`src/hw/rtl/escape_rle_pixel_decoder_core_assert.svh`:
```
// Assertion macros for the run-length decoder.
`ifndef ESCAPE_RLE_PIXEL_DECODER_CORE_ASSERT_SVH
`define ESCAPE_RLE_PIXEL_DECODER_CORE_ASSERT_SVH

// Same-cycle implication, checked on every rising clock edge outside reset.
`define ERPD_ASSERT_IMP(lbl, clk_i, rst_i, ante, cons, msg) \
  lbl: assert property (@(posedge clk_i) disable iff (rst_i) (ante) |-> (cons)) \
    else $error(msg);

// Next-cycle implication.
`define ERPD_ASSERT_NXT(lbl, clk_i, rst_i, ante, cons, msg) \
  lbl: assert property (@(posedge clk_i) disable iff (rst_i) (ante) |=> (cons)) \
    else $error(msg);

`endif

```
`src/hw/rtl/erpd_pkg.sv`:
```
`timescale 1ns / 1ps
`default_nettype none

package erpd_pkg;

  localparam int CopiesPerResult = 4;
  localparam int CopiesW         = 3;
  localparam int TotalW          = 9;   // count byte + 1 reaches 256

  typedef enum logic [1:0] {
    MODE_ESC2  = 2'd0,
    MODE_ESC4  = 2'd1,
    MODE_REMAP = 2'd2,
    MODE_RAW   = 2'd3
  } mode_t;

  localparam logic [7:0] EscZero = 8'h00;
  localparam logic [7:0] EscOnes = 8'hFF;
  localparam logic [7:0] Esc55   = 8'h55;
  localparam logic [7:0] EscAa   = 8'hAA;

  function automatic logic [3:0] remap_nibble(input logic [3:0] n);
    logic [3:0] r;
    r = n;
    if (n == 4'h4) r = 4'h5;
    else if (n == 4'h5) r = 4'h6;
    return r;
  endfunction

  function automatic logic [7:0] remap_byte(input logic [7:0] b);
    return {remap_nibble(b[7:4]), remap_nibble(b[3:0])};
  endfunction

endpackage

`default_nettype wire

```
`src/hw/rtl/escape_rle_pixel_decoder_core.sv`:
```
`timescale 1ns / 1ps
`default_nettype none
// Escape / pair run-length decoder for a panel image byte stream.
// Input channel s_*: one stream byte per beat, s_tlast marks the end of a transfer
// chunk, s_tuser carries the compressed and frame start flags.
// Output channel m_*: one decoded pixel byte plus a copy count (1..4) per beat;
// m_tlast marks the last beat released by one input byte.
// Config channel cfg_*: writes the 2-bit decode mode; always ready, write only
// while the stream is idle.
// Latency: the first result of a byte appears on the cycle after its input beat.
// Output: a byte that releases k copies yields ceil(k/4) beats (at least one),
// set by the remaining-count register and its single subtract/compare unit that
// peels off up to four copies per beat. Held or dropped bytes yield no beat.
// A run of 256 copies yields 64 beats; s_tready is low until the last is loaded.
// Reset clears the mode to 0, drops any held run byte and empties the output
// register. When the receiver stalls (m_tready low) the output beat holds and
// s_tready stays low until the output register can take the next beat.
module escape_rle_pixel_decoder_core (
  input  wire logic        clk,
  input  wire logic        rst,
  input  wire logic        s_tvalid,
  output logic             s_tready,
  input  wire logic [7:0]  s_tdata,   // [7:0] in_byte
  input  wire logic        s_tlast,   // chunk_last
  input  wire logic [1:0]  s_tuser,   // [0] compressed, [1] frame_start
  output logic             m_tvalid,
  input  wire logic        m_tready,
  output logic [15:0]      m_tdata,   // [7:0] out_byte, [10:8] copies, rest zero
  output logic             m_tlast,   // run_last
  input  wire logic        cfg_valid,
  output logic             cfg_ready,
  input  wire logic [1:0]  cfg_data   // decode_mode
);

  typedef enum logic {
    ST_IDLE,
    ST_EMIT
  } state_t;

  localparam logic [erpd_pkg::TotalW-1:0] Cpr = erpd_pkg::TotalW'(erpd_pkg::CopiesPerResult);

  state_t                          state;
  erpd_pkg::mode_t                 mode;
  logic                            held_valid;
  logic [7:0]                      held_byte;
  logic [erpd_pkg::TotalW-1:0]     rem;
  logic [7:0]                      run_byte;
  logic [7:0]                      out_byte;
  logic [erpd_pkg::CopiesW-1:0]    copies;

  logic                            accept;
  logic                            out_free;
  logic                            pair;
  logic                            held_eff;
  logic                            is_esc;
  logic [7:0]                      dec_value;
  logic [erpd_pkg::TotalW-1:0]     dec_total;
  logic                            held_valid_next;
  logic                            hold_load;
  logic [erpd_pkg::TotalW-1:0]     unit_src;
  logic [erpd_pkg::CopiesW-1:0]    unit_n;
  logic [erpd_pkg::TotalW-1:0]     unit_left;

  assign out_free  = !m_tvalid || m_tready;
  assign s_tready  = (state == ST_IDLE) && out_free;
  assign accept    = s_tvalid && s_tready;
  assign cfg_ready = 1'b1;

  assign pair     = (mode == erpd_pkg::MODE_REMAP) || (mode == erpd_pkg::MODE_RAW);
  assign held_eff = held_valid && !s_tuser[1];
  assign is_esc   = (s_tdata == erpd_pkg::EscZero) || (s_tdata == erpd_pkg::EscOnes) ||
                    ((mode == erpd_pkg::MODE_ESC4) &&
                     ((s_tdata == erpd_pkg::Esc55) || (s_tdata == erpd_pkg::EscAa)));

  // Decode of one accepted byte: value, copy total and held-byte update.
  always_comb begin
    dec_value       = s_tdata;
    dec_total       = '0;
    held_valid_next = held_eff;
    hold_load       = 1'b0;
    priority if (!s_tuser[0]) begin
      dec_value = pair ? erpd_pkg::remap_byte(s_tdata) : s_tdata;
      dec_total = erpd_pkg::TotalW'(1);
    end else if (held_eff) begin
      dec_value       = (mode == erpd_pkg::MODE_REMAP) ? erpd_pkg::remap_byte(held_byte)
                                                       : held_byte;
      dec_total       = (mode == erpd_pkg::MODE_RAW) ? {1'b0, s_tdata}
                                                     : {1'b0, s_tdata} + 9'd1;
      held_valid_next = 1'b0;
    end else if (pair) begin
      held_valid_next = !s_tlast;
      hold_load       = !s_tlast;
    end else if (is_esc) begin
      held_valid_next = 1'b1;
      hold_load       = 1'b1;
    end else begin
      dec_total = erpd_pkg::TotalW'(1);
    end
  end

  // Shared chunk unit: peels up to four copies off the pending total.
  always_comb begin
    unit_src  = (state == ST_IDLE) ? dec_total : rem;
    unit_n    = (unit_src > Cpr) ? erpd_pkg::CopiesW'(erpd_pkg::CopiesPerResult)
                                 : unit_src[erpd_pkg::CopiesW-1:0];
    unit_left = unit_src - erpd_pkg::TotalW'(unit_n);
  end

  always_ff @(posedge clk) begin
    if (rst) begin
      state      <= ST_IDLE;
      mode       <= erpd_pkg::MODE_ESC2;
      held_valid <= 1'b0;
      m_tvalid   <= 1'b0;
    end else begin
      if (cfg_valid && cfg_ready) begin
        mode <= erpd_pkg::mode_t'(cfg_data);
      end
      unique case (state)
        ST_IDLE: begin
          if (accept) begin
            held_valid <= held_valid_next;
            if (hold_load) begin
              held_byte <= s_tdata;
            end else if (s_tuser[1]) begin
              held_byte <= 8'h00;
            end
          end
          if (accept && (dec_total != '0)) begin
            m_tvalid <= 1'b1;
            out_byte <= dec_value;
            run_byte <= dec_value;
            copies   <= unit_n;
            m_tlast  <= (unit_left == '0);
            rem      <= unit_left;
            if (unit_left != '0) begin
              state <= ST_EMIT;
            end
          end else if (m_tready) begin
            m_tvalid <= 1'b0;
          end
        end
        // output register always holds a beat here
        ST_EMIT: begin
          if (out_free) begin
            m_tvalid <= 1'b1;
            out_byte <= run_byte;
            copies   <= unit_n;
            m_tlast  <= (unit_left == '0);
            rem      <= unit_left;
            if (unit_left == '0) begin
              state <= ST_IDLE;
            end
          end
        end
        default: state <= ST_IDLE;
      endcase
    end
  end

  assign m_tdata = {5'd0, copies, out_byte};

`include "escape_rle_pixel_decoder_core_assert.svh"

  `ERPD_ASSERT_IMP(a_no_accept_in_emit, clk, rst, state == ST_EMIT, !s_tready, "input taken during run")
  `ERPD_ASSERT_IMP(a_emit_has_rem, clk, rst, state == ST_EMIT, rem != '0, "emit state with no copies left")
  `ERPD_ASSERT_IMP(a_copies_range, clk, rst, m_tvalid, (copies != '0) && (copies <= 3'd4), "copy count out of range")
  `ERPD_ASSERT_IMP(a_midrun_in_emit, clk, rst, m_tvalid && !m_tlast, state == ST_EMIT, "run beat without emit state")
  `ERPD_ASSERT_NXT(a_last_beat_idle, clk, rst, (state == ST_EMIT) && out_free && (rem <= Cpr), state == ST_IDLE, "run did not finish")

endmodule

`default_nettype wire

```
`config.mk`:
```
export PLATFORM = sky130hd
export DESIGN_NAME = escape_rle_pixel_decoder_core
export DESIGN_NICKNAME = d
export VERILOG_FILES = /design/src/hw/rtl/erpd_pkg.sv /design/src/hw/rtl/escape_rle_pixel_decoder_core.sv
export VERILOG_INCLUDE_DIRS = /design/src /design/src/hw/rtl
export SDC_FILE = /design/constraint.sdc
export NUM_CORES = 1
export LEC_CHECK = 0
export BUFFER_PORTS_ARGS = -buffer_cell sky130_fd_sc_hd__buf_2
export CORE_ASPECT_RATIO = 1.75
export CORE_MARGIN = 5
export CORE_UTILIZATION = 58
export CTS_CLUSTER_SIZE = 28
export DETAILED_ROUTE_END_ITERATION = 12
export PLACE_DENSITY = 0.8
export SYNTH_ARGS = -nofsm -noshare
export SYNTH_HDL_FRONTEND = slang
export SYNTH_SLANG_ARGS = --single-unit
```
`constraint.sdc`:
```
create_clock -name clk -period 5.25 [get_ports clk]
set_clock_uncertainty 0.2 [all_clocks]
set_input_delay 1.05 -clock clk [delete_from_list [all_inputs] [get_ports clk]]
set_output_delay 1.05 -clock clk [all_outputs]
set_load 0.02 [all_outputs]
```
## After elaboration in Yosys (flattened, before gate mapping)

Index checks and enable logic that the tools add are counted.

| word-level totals | value |
|---|---|
| register bits | 42 |
| input port bits | 18 |
| output and inout bits | 20 |
| logic and storage cells | 102 |

| cells by class | value |
|---|---|
| add/sub/neg operators | 2 |
| order comparisons | 1 |
| equality and inequality tests | 17 |
| multiplexer cells | 47 |
| bitwise operators | 2 |
| reduce and logical (&&, ||, !) cells | 23 |

Operators with widths:

| kind | count |
|---|---|
| two-way mux 8 bit | 8 |
| two-way mux 9 bit | 6 |
| == test 4 x 3 -> 1 bit, second input constant | 8 |
| two-way mux 4 bit | 8 |
| case mux 9 bit (2 select lines) | 1 |
| nonzero test 9 bit | 2 |
| == test 8 bit, second input constant | 2 |
| two-way mux 1 bit | 16 |
| case mux 8 bit (2 select lines) | 1 |
| adder 8 x 1 -> 9 bit, second input constant | 1 |
| > comparator 9 x 3 -> 1 bit, second input constant | 1 |
| zero test 9 bit | 1 |
| two-way mux 3 bit | 3 |
| subtractor 9 x 3 -> 9 bit | 1 |
| == test 8 x 7 -> 1 bit, second input constant | 1 |
| zero test 8 bit | 1 |
| case mux 1 bit (2 select lines) | 3 |
| case mux 3 bit (2 select lines) | 1 |
| AND reduction 3 bit | 2 |
| logical AND 1 bit | 5 |
| logical OR 1 bit | 5 |
| == test 2 bit, second input constant | 2 |
| != test 2 x 1 -> 1 bit, second input constant | 2 |
| AND reduction 2 bit | 2 |
| other kinds (6) | 9 |

## Longest topological paths before layout

Gate-level depths: netlist (run 1).

| logic depth | value |
|---|---|
| depth in word-level cells | 16 |
| mapped depth | 12 |
| depth with buffers taken out | 12 |

## Worst setup path after synthesis (run 1)

OpenSTA, ideal clock, no wires.

| path | value |
|---|---|
| path kind | input -> register |
| from | in s_tdata[0] |
| to | reg copies[0] (netlist name) (enable) |
| library setup time | 0.406 ns |
| data arrival time | 3.485 ns |
| required time | 4.644 ns |
| path slack | 1.159 ns |
| stages on the path | 8 |
| path buffers | 0 |
| path through | ha_1 nand2_1 or4_1 o2111ai_1 a221oi_1 o21ai_1 nand3_1 a21oi_1 |

| on the way | value |
|---|---|
| cells in the longest elaborated chain, start to end | 12 |
| elaborated cells on any way between the ends | 18 |
| classes of those cells | add/sub (1); eq/ne (4); mux (5); reduce/logical (8) |

Ends and longest elaborated chain:

| item | line | source |
|---|---|---|
| from (decl) | escape_rle_pixel_decoder_core.sv:23 | `input wire logic [7:0] s_tdata,` |
| parallel branches: the longest is 6 deep, another holds adder 8 x 1 -> 9 bit | -- |  |
| two-way mux 9 bit (*) | escape_rle_pixel_decoder_core.sv:84 | `end else if (held_eff) begin` |
| two-way mux 9 bit (*) | escape_rle_pixel_decoder_core.sv:81 | `priority if (!s_tuser[0]) begin` |
| nonzero test 9 bit (*) | escape_rle_pixel_decoder_core.sv:129 | `if (accept && (dec_total != '0)) begin` |
| logical AND 1 bit (*) | escape_rle_pixel_decoder_core.sv:129 |  |
| != test 2 x 1 -> 1 bit (no line) (*) | -- |  |
| AND reduction 3 bit (no line) (*) | -- |  |
| to (signal assigned) | escape_rle_pixel_decoder_core.sv:133 | `copies <= unit_n;` |
| to (signal assigned) | escape_rle_pixel_decoder_core.sv:148 | `copies <= unit_n;` |
| to (decl) | escape_rle_pixel_decoder_core.sv:49 | `logic [erpd_pkg::CopiesW-1:0] copies;` |

Mark *: on every way between the ends.
A chain may end at the register's enable or synchronous reset.

## Worst setup path after layout (run 1)

| path | value |
|---|---|
| from | in s_tdata[1] |
| to | reg state |

| on the way | value |
|---|---|
| cells in the longest elaborated chain, start to end | 16 |
| elaborated cells on any way between the ends | 27 |
| classes of those cells | add/sub (2); order compare (1); eq/ne (3); mux (12); reduce/logical (9) |

Ends and longest elaborated chain:

| item | line | source |
|---|---|---|
| parallel branches: the longest is 6 deep, another holds adder 8 x 1 -> 9 bit | -- |  |
| two-way mux 9 bit (*) | escape_rle_pixel_decoder_core.sv:84 |  |
| two-way mux 9 bit (*) | escape_rle_pixel_decoder_core.sv:81 |  |
| two-way mux 9 bit (*) | escape_rle_pixel_decoder_core.sv:103 | `unit_src = (state == ST_IDLE) ? dec_total : rem;` |
| > comparator 9 x 3 -> 1 bit | escape_rle_pixel_decoder_core.sv:104 | `unit_n = (unit_src > Cpr) ? erpd_pkg::CopiesW'(erpd_pkg::CopiesPerResult)` |
| two-way mux 3 bit (*) | escape_rle_pixel_decoder_core.sv:104 |  |
| via unit_n, one bit | escape_rle_pixel_decoder_core.sv:61 | `logic [erpd_pkg::CopiesW-1:0] unit_n;` |
| subtractor 9 x 3 -> 9 bit (*) | escape_rle_pixel_decoder_core.sv:106 | `unit_left = unit_src - erpd_pkg::TotalW'(unit_n);` |
| zero test 9 bit or nonzero test 9 bit (tied branches) | escape_rle_pixel_decoder_core.sv:151, escape_rle_pixel_decoder_core.sv:136 |  |
| two-way mux 1 bit (on tied branches) | escape_rle_pixel_decoder_core.sv:151, escape_rle_pixel_decoder_core.sv:136 |  |
| two-way mux 1 bit (on tied branches) | escape_rle_pixel_decoder_core.sv:145, escape_rle_pixel_decoder_core.sv:129 |  |
| case mux 1 bit (2 select lines) (*) | escape_rle_pixel_decoder_core.sv:119 | `unique case (state)` |
| to (signal assigned) | escape_rle_pixel_decoder_core.sv:137 | `state <= ST_EMIT;` |
| to (signal assigned) | escape_rle_pixel_decoder_core.sv:152 | `state <= ST_IDLE;` |
| to (signal assigned) | escape_rle_pixel_decoder_core.sv:156 | `default: state <= ST_IDLE;` |
| to (decl) | escape_rle_pixel_decoder_core.sv:42 | `state_t state;` |

Mark *: on every way through the listed nets, which the timed path passes.

==> results.json, run 1 <==
{
  "grt.total_usage_pct": 20.8,
  "drv_cap": 0,
  "drive_gt1_share_pct": 24.2,
  "gr-max-usage-layer": "met2",
  "setup_viol": 0,
  "die_h_um": 102,
  "numCtsBuffers": 5,
  "numPortBuffers": 31,
  "power_density_nw_per_um2": 294,
  "clockBufferDepth": 2,
  "antenna_found_initial": 0,
  "cts_resized": 0,
  "ys_types": 68,
  "use_met1_pct": 23.1,
  "grt_pass1_wl_um": 10700,
  "routedWlPerCell_um": 18.7,
  "clkSinkCount": 42,
  "crit_path_max_fanout": 8,
  "fmax_mhz": 252,
  "grtUsageMet2_pct": 37.9,
  "synth-seq-area-share_pct": 43.3,
  "synth_area_leaders": "edfxtp_1 (40%), mux2_2 (5.2%), dfxtp_1 (3.6%), and2_1 (3.4%), nand2_1 (2.8%)",
  "ir_drop_mv": 0.248,
  "grt_pass1_vias": 2257,
  "grt-ovfl-total": 0,
  "die_w_um": 62.5,
  "hold_violations": 0,
  "final.setup.tns_ns": 0,
  "mostFrequentLayoutCell": "edfxtp_1",
  "rsz0062_at_grt": "false",
  "slew_headroom_pct": 61.5,
  "start_kind": "input pin",
  "start_util_pct": 59.9,
  "drt-total-wl_um": 6440,
  "io_pins": 38,
  "crit_arrival_ns": 3.95,
  "drc_errors": 0,
  "synth_top_area_cell": "edfxtp_1",
  "ctsHoldBuffers": 0,
  "synth_top_area_share_pct": 39.7,
  "grtUsageMet3_pct": 3.52,
  "firstDrtPassIters": 5,
  "drt_iter0_markers": 100,
  "vias_per_cell": 6.56,
  "grt_max_degree": 29,
  "syn-cell-area_um2": 2800,
  "fin_nets": 315,
  "min_period_over_period_pct": 75.6,
  "rows": 33,
  "insertion_delay_ns": 0.30,
  "final_cell_mix": "edfxtp_1 (37), buf_2 (31), nand2_1 (21)",
  "avgSynthCellArea_um2": 10.5,
  "htree_levels": 2,
  "layout_min_cycle_time_ns": 3.97,
  "cpPeakStageDelay_ns": 0.61,
  "syn_to_final_growth_pct": 9.62,
  "diodes": 0,
  "cp-end-kind": "register",
  "synth_edf_count": 37,
  "dp_worst_setup_slack_ns": 1.07,
  "critPathKind": "input pin to register",
  "timing.final.ws_setup_ns": 1.28,
  "p_leak_nw": 1.13,
  "fin_hold_ws_ns": 0.352,
  "cp_data_required_time_ns": 5.23,
  "hold_path_class": "register to register",
  "dieArea_um2": 6360,
  "routed-via-count": 2264,
  "async_reset_ff_share_pct": 0,
  "yosys_warnings": 0,
  "tightest_slew_ns": 0.574,
  "core_um2": 4670,
  "outcome": "completed",
  "ant_nets": 0,
  "cts_tree": "done",
  "cts_root_buf": "clkbuf_8",
  "synth-seq-cells": 42,
  "globalplace.congestion": 0.905,
  "slew_viol_final": 0,
  "crit_chain": "buf_2 -> ha_1 -> nand2_1 -> or4_1 -> o21ai_1 -> or2_2 -> nor4_2 -> inv_2 -> nand2_1 -> ha_1 -> nor4_1 -> a221oi_2 -> o311a_1",
  "path_clk_slew_ns": 0.08,
  "synth_flop_cell": "edfxtp_1",
  "synth_cells": 266,
  "crit_slowest_cell": "or4_1",
  "dp_hpwl_um": 4810,
  "postCtsSetupRepairBufs": 0
}
metal layers:
layer	vias up	share of wire [%]
li1	1041	-
met1	1086	38
met2	113	52
met5	-	0
met4	0	3.3
met3	24	6.4
cells in the mapped netlist, types with 3 or more instances:
library cell	count
a211oi_1	3
a21oi_1	13
and2_1	15
and3_1	3
and3b_1	3
buf_2	3
buf_4	6
clkbuf_1	10
dfxtp_1	5
edfxtp_1	37
ha_1	5
inv_1	5
mux2_2	13
mux2i_1	4
nand2_1	21
nand2b_1	7
nand3_1	6
nor2_1	18
nor2b_1	6
nor4_1	3
o21ai_0	7
o21ai_1	3
xnor2_1	6
xor2_1	5
final timing paths:
check,endpoint,slack [ns],cells past startpoint,from
max,state,1.28,13,s_tdata[1]
min reg2reg,held_valid,0.35,2,held_valid
max reg2reg,rem[8],1.86,11,mode[1]
min,held_valid,0.35,2,held_valid
sequential cells by signal, summed over array words and instances (netlist names):
register and count:
copies 3, held_byte 8, held_valid 1, m_tlast 1, m_tvalid 1, mode 2, out_byte 8, rem 9
run_byte 8, state 1
through the flow:
| step | cell area, um^2 | utilization [%] | power (mW) | std cells |
|---|---|---|---|---|
| final | 3070 | 65.7 | 0.902 | 345 |
| after global placement | 2950 | 63.3 | 0.639 | 337 |
| after global routing | 3070 | 65.7 | 0.940 | 345 |
| after CTS | 3070 | 65.7 | 0.902 | 345 |
| after detailed placement | 2950 | 63.3 | 0.648 | 337 |
| after floorplan | 2820 | - | 0.592 | 271 |
cells by family (layout without fill, tap and decap cells):
| family | Yosys count | count (layout) | synth area share (%) |
|---|---|---|---|
| fa+ha+maj | 6 | 6 | 2.60 |
| xor+xnor | 11 | 11 | 3.45 |
| flops | 42 | 42 | 43.3 |
| mux | 17 | 17 | 6.67 |
| buf+inv | 26 | 48 | 4.70 |
| simple gates | 102 | 102 | 21.1 |
| compound gates | 60 | 60 | 17.9 |
| other cells | 2 | 7 | 0.269 |
layout make-up:
type                       instances  area, um^2
clock buffer                       5        68.8
clock inverter                     3        43.8
fill                             381        1600
inverter                           6        22.5
multi-input combinational        203        1480
sequential                        42        1210
tap                               52        65.1
timing repair buffer              34         178
worst max-delay path: cells and delay by family:
family                     cells  cell delay [ns]
and+or+nand+nor                6             1.50
buffers and inverters          2             0.25
adders and majority gates      2             0.53
AOI/OAI and AO/OA              3             0.62
where the power goes:
group          total [mW]  switching (mW)  internal [mW]  leakage (nW)
clock network       0.257           0.115          0.143        0.0585
logic               0.224           0.139         0.0855         0.675
registers           0.421          0.0146          0.406         0.394
Note: power is estimated with default switching activity, not from simulation.
==> run 2: changes to the inputs <==
- CORE_UTILIZATION: 58 -> 52
- PLACE_DENSITY: 0.8 -> 0.76
- clock period: 5.25 -> 3.2 ns (I/O delays scaled with it)
==> results.json, run 2 (synthesized netlist as in run 1, its figures left out) <==
{
  "drv_cap": 0,
  "regMostFlops": "rem",
  "fmax_mhz": 324,
  "syn_to_final_growth_pct": 24.2,
  "worstHoldStart": "run_byte[0]",
  "insertion_delay_ns": 0.29,
  "clockBufferDepth": 2,
  "largest_reg_flops": 9,
  "start_util_pct": 53.2,
  "slew_viol_final": 0,
  "rsz0062_at_grt": "false",
  "drive_gt1_share_pct": 36.8,
  "grt.total_usage_pct": 21.0,
  "fin_hold_ws_ns": 0.342,
  "numPortBuffers": 31,
  "firstDrtPassIters": 4,
  "dp_hpwl_um": 5390,
  "drc_errors": 0,
  "clkSinkCount": 42,
  "mostFrequentLayoutCell": "buf_4",
  "crit_path_max_fanout": 4,
  "vias_per_cell": 6.07,
  "cp-end-kind": "register",
  "reg2reg_to": "state",
  "grt-ovfl-total": 0,
  "rr_worst_depth": 9,
  "final_util_pct": 66.1,
  "multi_input_area_um2": 1510,
  "outcome": "completed",
  "path_clk_slew_ns": 0.09,
  "hold_path_class": "register to register",
  "grt_pass1_wl_um": 11400,
  "fin_nets": 364,
  "routed-via-count": 2410,
  "tightest_slew_ns": 0.491,
  "final_cell_mix": "buf_4 (50), edfxtp_1 (37), buf_2 (31)",
  "r2r_start": "rem[8]",
  "whs_endpoint": "out_byte[0]",
  "drt_iter0_markers": 92,
  "postCtsSetupRepairBufs": 0,
  "layout_min_cycle_time_ns": 3.09,
  "final.setup.tns_ns": 0,
  "htree_levels": 2,
  "stdcell_area_um2": 3470,
  "hold_violations": 0,
  "rows": 35,
  "io_pins": 38,
  "numCtsBuffers": 5,
  "crit_family": "simple AND/OR/NAND/NOR gates",
  "crit_slowest_cell": "or4_1",
  "crit_chain": "buf_2 -> buf_4 -> inv_1 -> ha_1 -> nor4b_1 -> a31oi_1 -> or4_1 -> a32oi_1 -> maj3_1 -> nand4b_1 -> o311a_1",
  "antenna_found_initial": 0,
  "rrSetupSlack_ns": 0.24,
  "slew_headroom_pct": 66.9,
  "cp_data_required_time_ns": 3.19,
  "crit_buf_inv": 3,
  "diodes": 0,
  "grt_max_degree": 26,
  "min_period_over_period_pct": 96.4,
  "dieArea_um2": 7000,
  "critPathKind": "input pin to register",
  "cpPeakStageDelay_ns": 0.44,
  "cts_root_buf": "clkbuf_8",
  "seqCellArea_um2": 1210,
  "power_density_nw_per_um2": 427,
  "grt_pass1_vias": 2464,
  "core_um2": 5260,
  "crit_arrival_ns": 3.07,
  "ir_drop_mv": 0.305,
  "ant_nets": 0,
  "cts_tree": "done",
  "whs_path_depth": 1,
  "stdcell_count": 397,
  "setup_viol": 0,
  "die_w_um": 65.4,
  "start_kind": "input pin",
  "die_h_um": 107,
  "nFillCells": 431,
  "drt-total-wl_um": 6930,
  "p_leak_nw": 1.36,
  "ctsHoldBuffers": 0,
  "placed_cell_area_um2": 3370,
  "globalplace.congestion": 0.852,
  "routedWlPerCell_um": 17.4,
  "placedCellCount": 389
}
-- run 2: changes by cell type in the layout (fill, tap and decap cells not counted), moves of 2 or more --
cell,change
ha_2,+2
buf_4,+47
clkinvlp_4,+2
buf_12,+2
ha_1,-2
-- run 2: how the worst max path moves through the flow --
stage	from	slack, ns	to	cells after the start
CTS	rem[8]	0.13	state	9
floorplan	s_tdata[0]	0.02	state	12
detailed placement	s_tdata[0]	-0.13	state	13
finish	s_tdata[0]	0.11	state	11
global route	s_tdata[0]	0.02	state	13
global placement	s_tdata[0]	-0.03	state	13
-- run 2: routing by layer --
layer	wire length, um	track usage (%)	vias up
li1	-	-	1143
met1	2610	23.2	1155
met2	3670	36.7	88
met3	347	3.56	24
met4	299	12.3	0
met5	0	0	-
-- run 2: per-stage QoR --
stage                     total power [mW]  worst slack [ns]
after floorplan                      0.975            0.0175
after global placement                1.12           -0.0329
after detailed placement              1.14            -0.129
after CTS                             1.48             0.126
after global routing                  1.55            0.0189
final                                 1.48             0.115
-- run 2: where the power goes --
part           internal (mW)  switching, mW  total, mW
clock                  0.156          0.191      0.347
combinational          0.200          0.244      0.444
sequential             0.667         0.0246      0.691
-- run 2: cell type report --
cell class	instances	area share [%]
tap	55	1.98
multi-input combinational	203	43.4
clock inverter	3	0.684
inverter	6	0.648
sequential	42	34.9
clock buffer	5	1.98
timing repair buffer	83	16.4
-- run 2: repair_timing --
item	CTS	global route
hold endpoints to repair	0	0
setup endpoints to repair	0	5
resized for setup	0	2
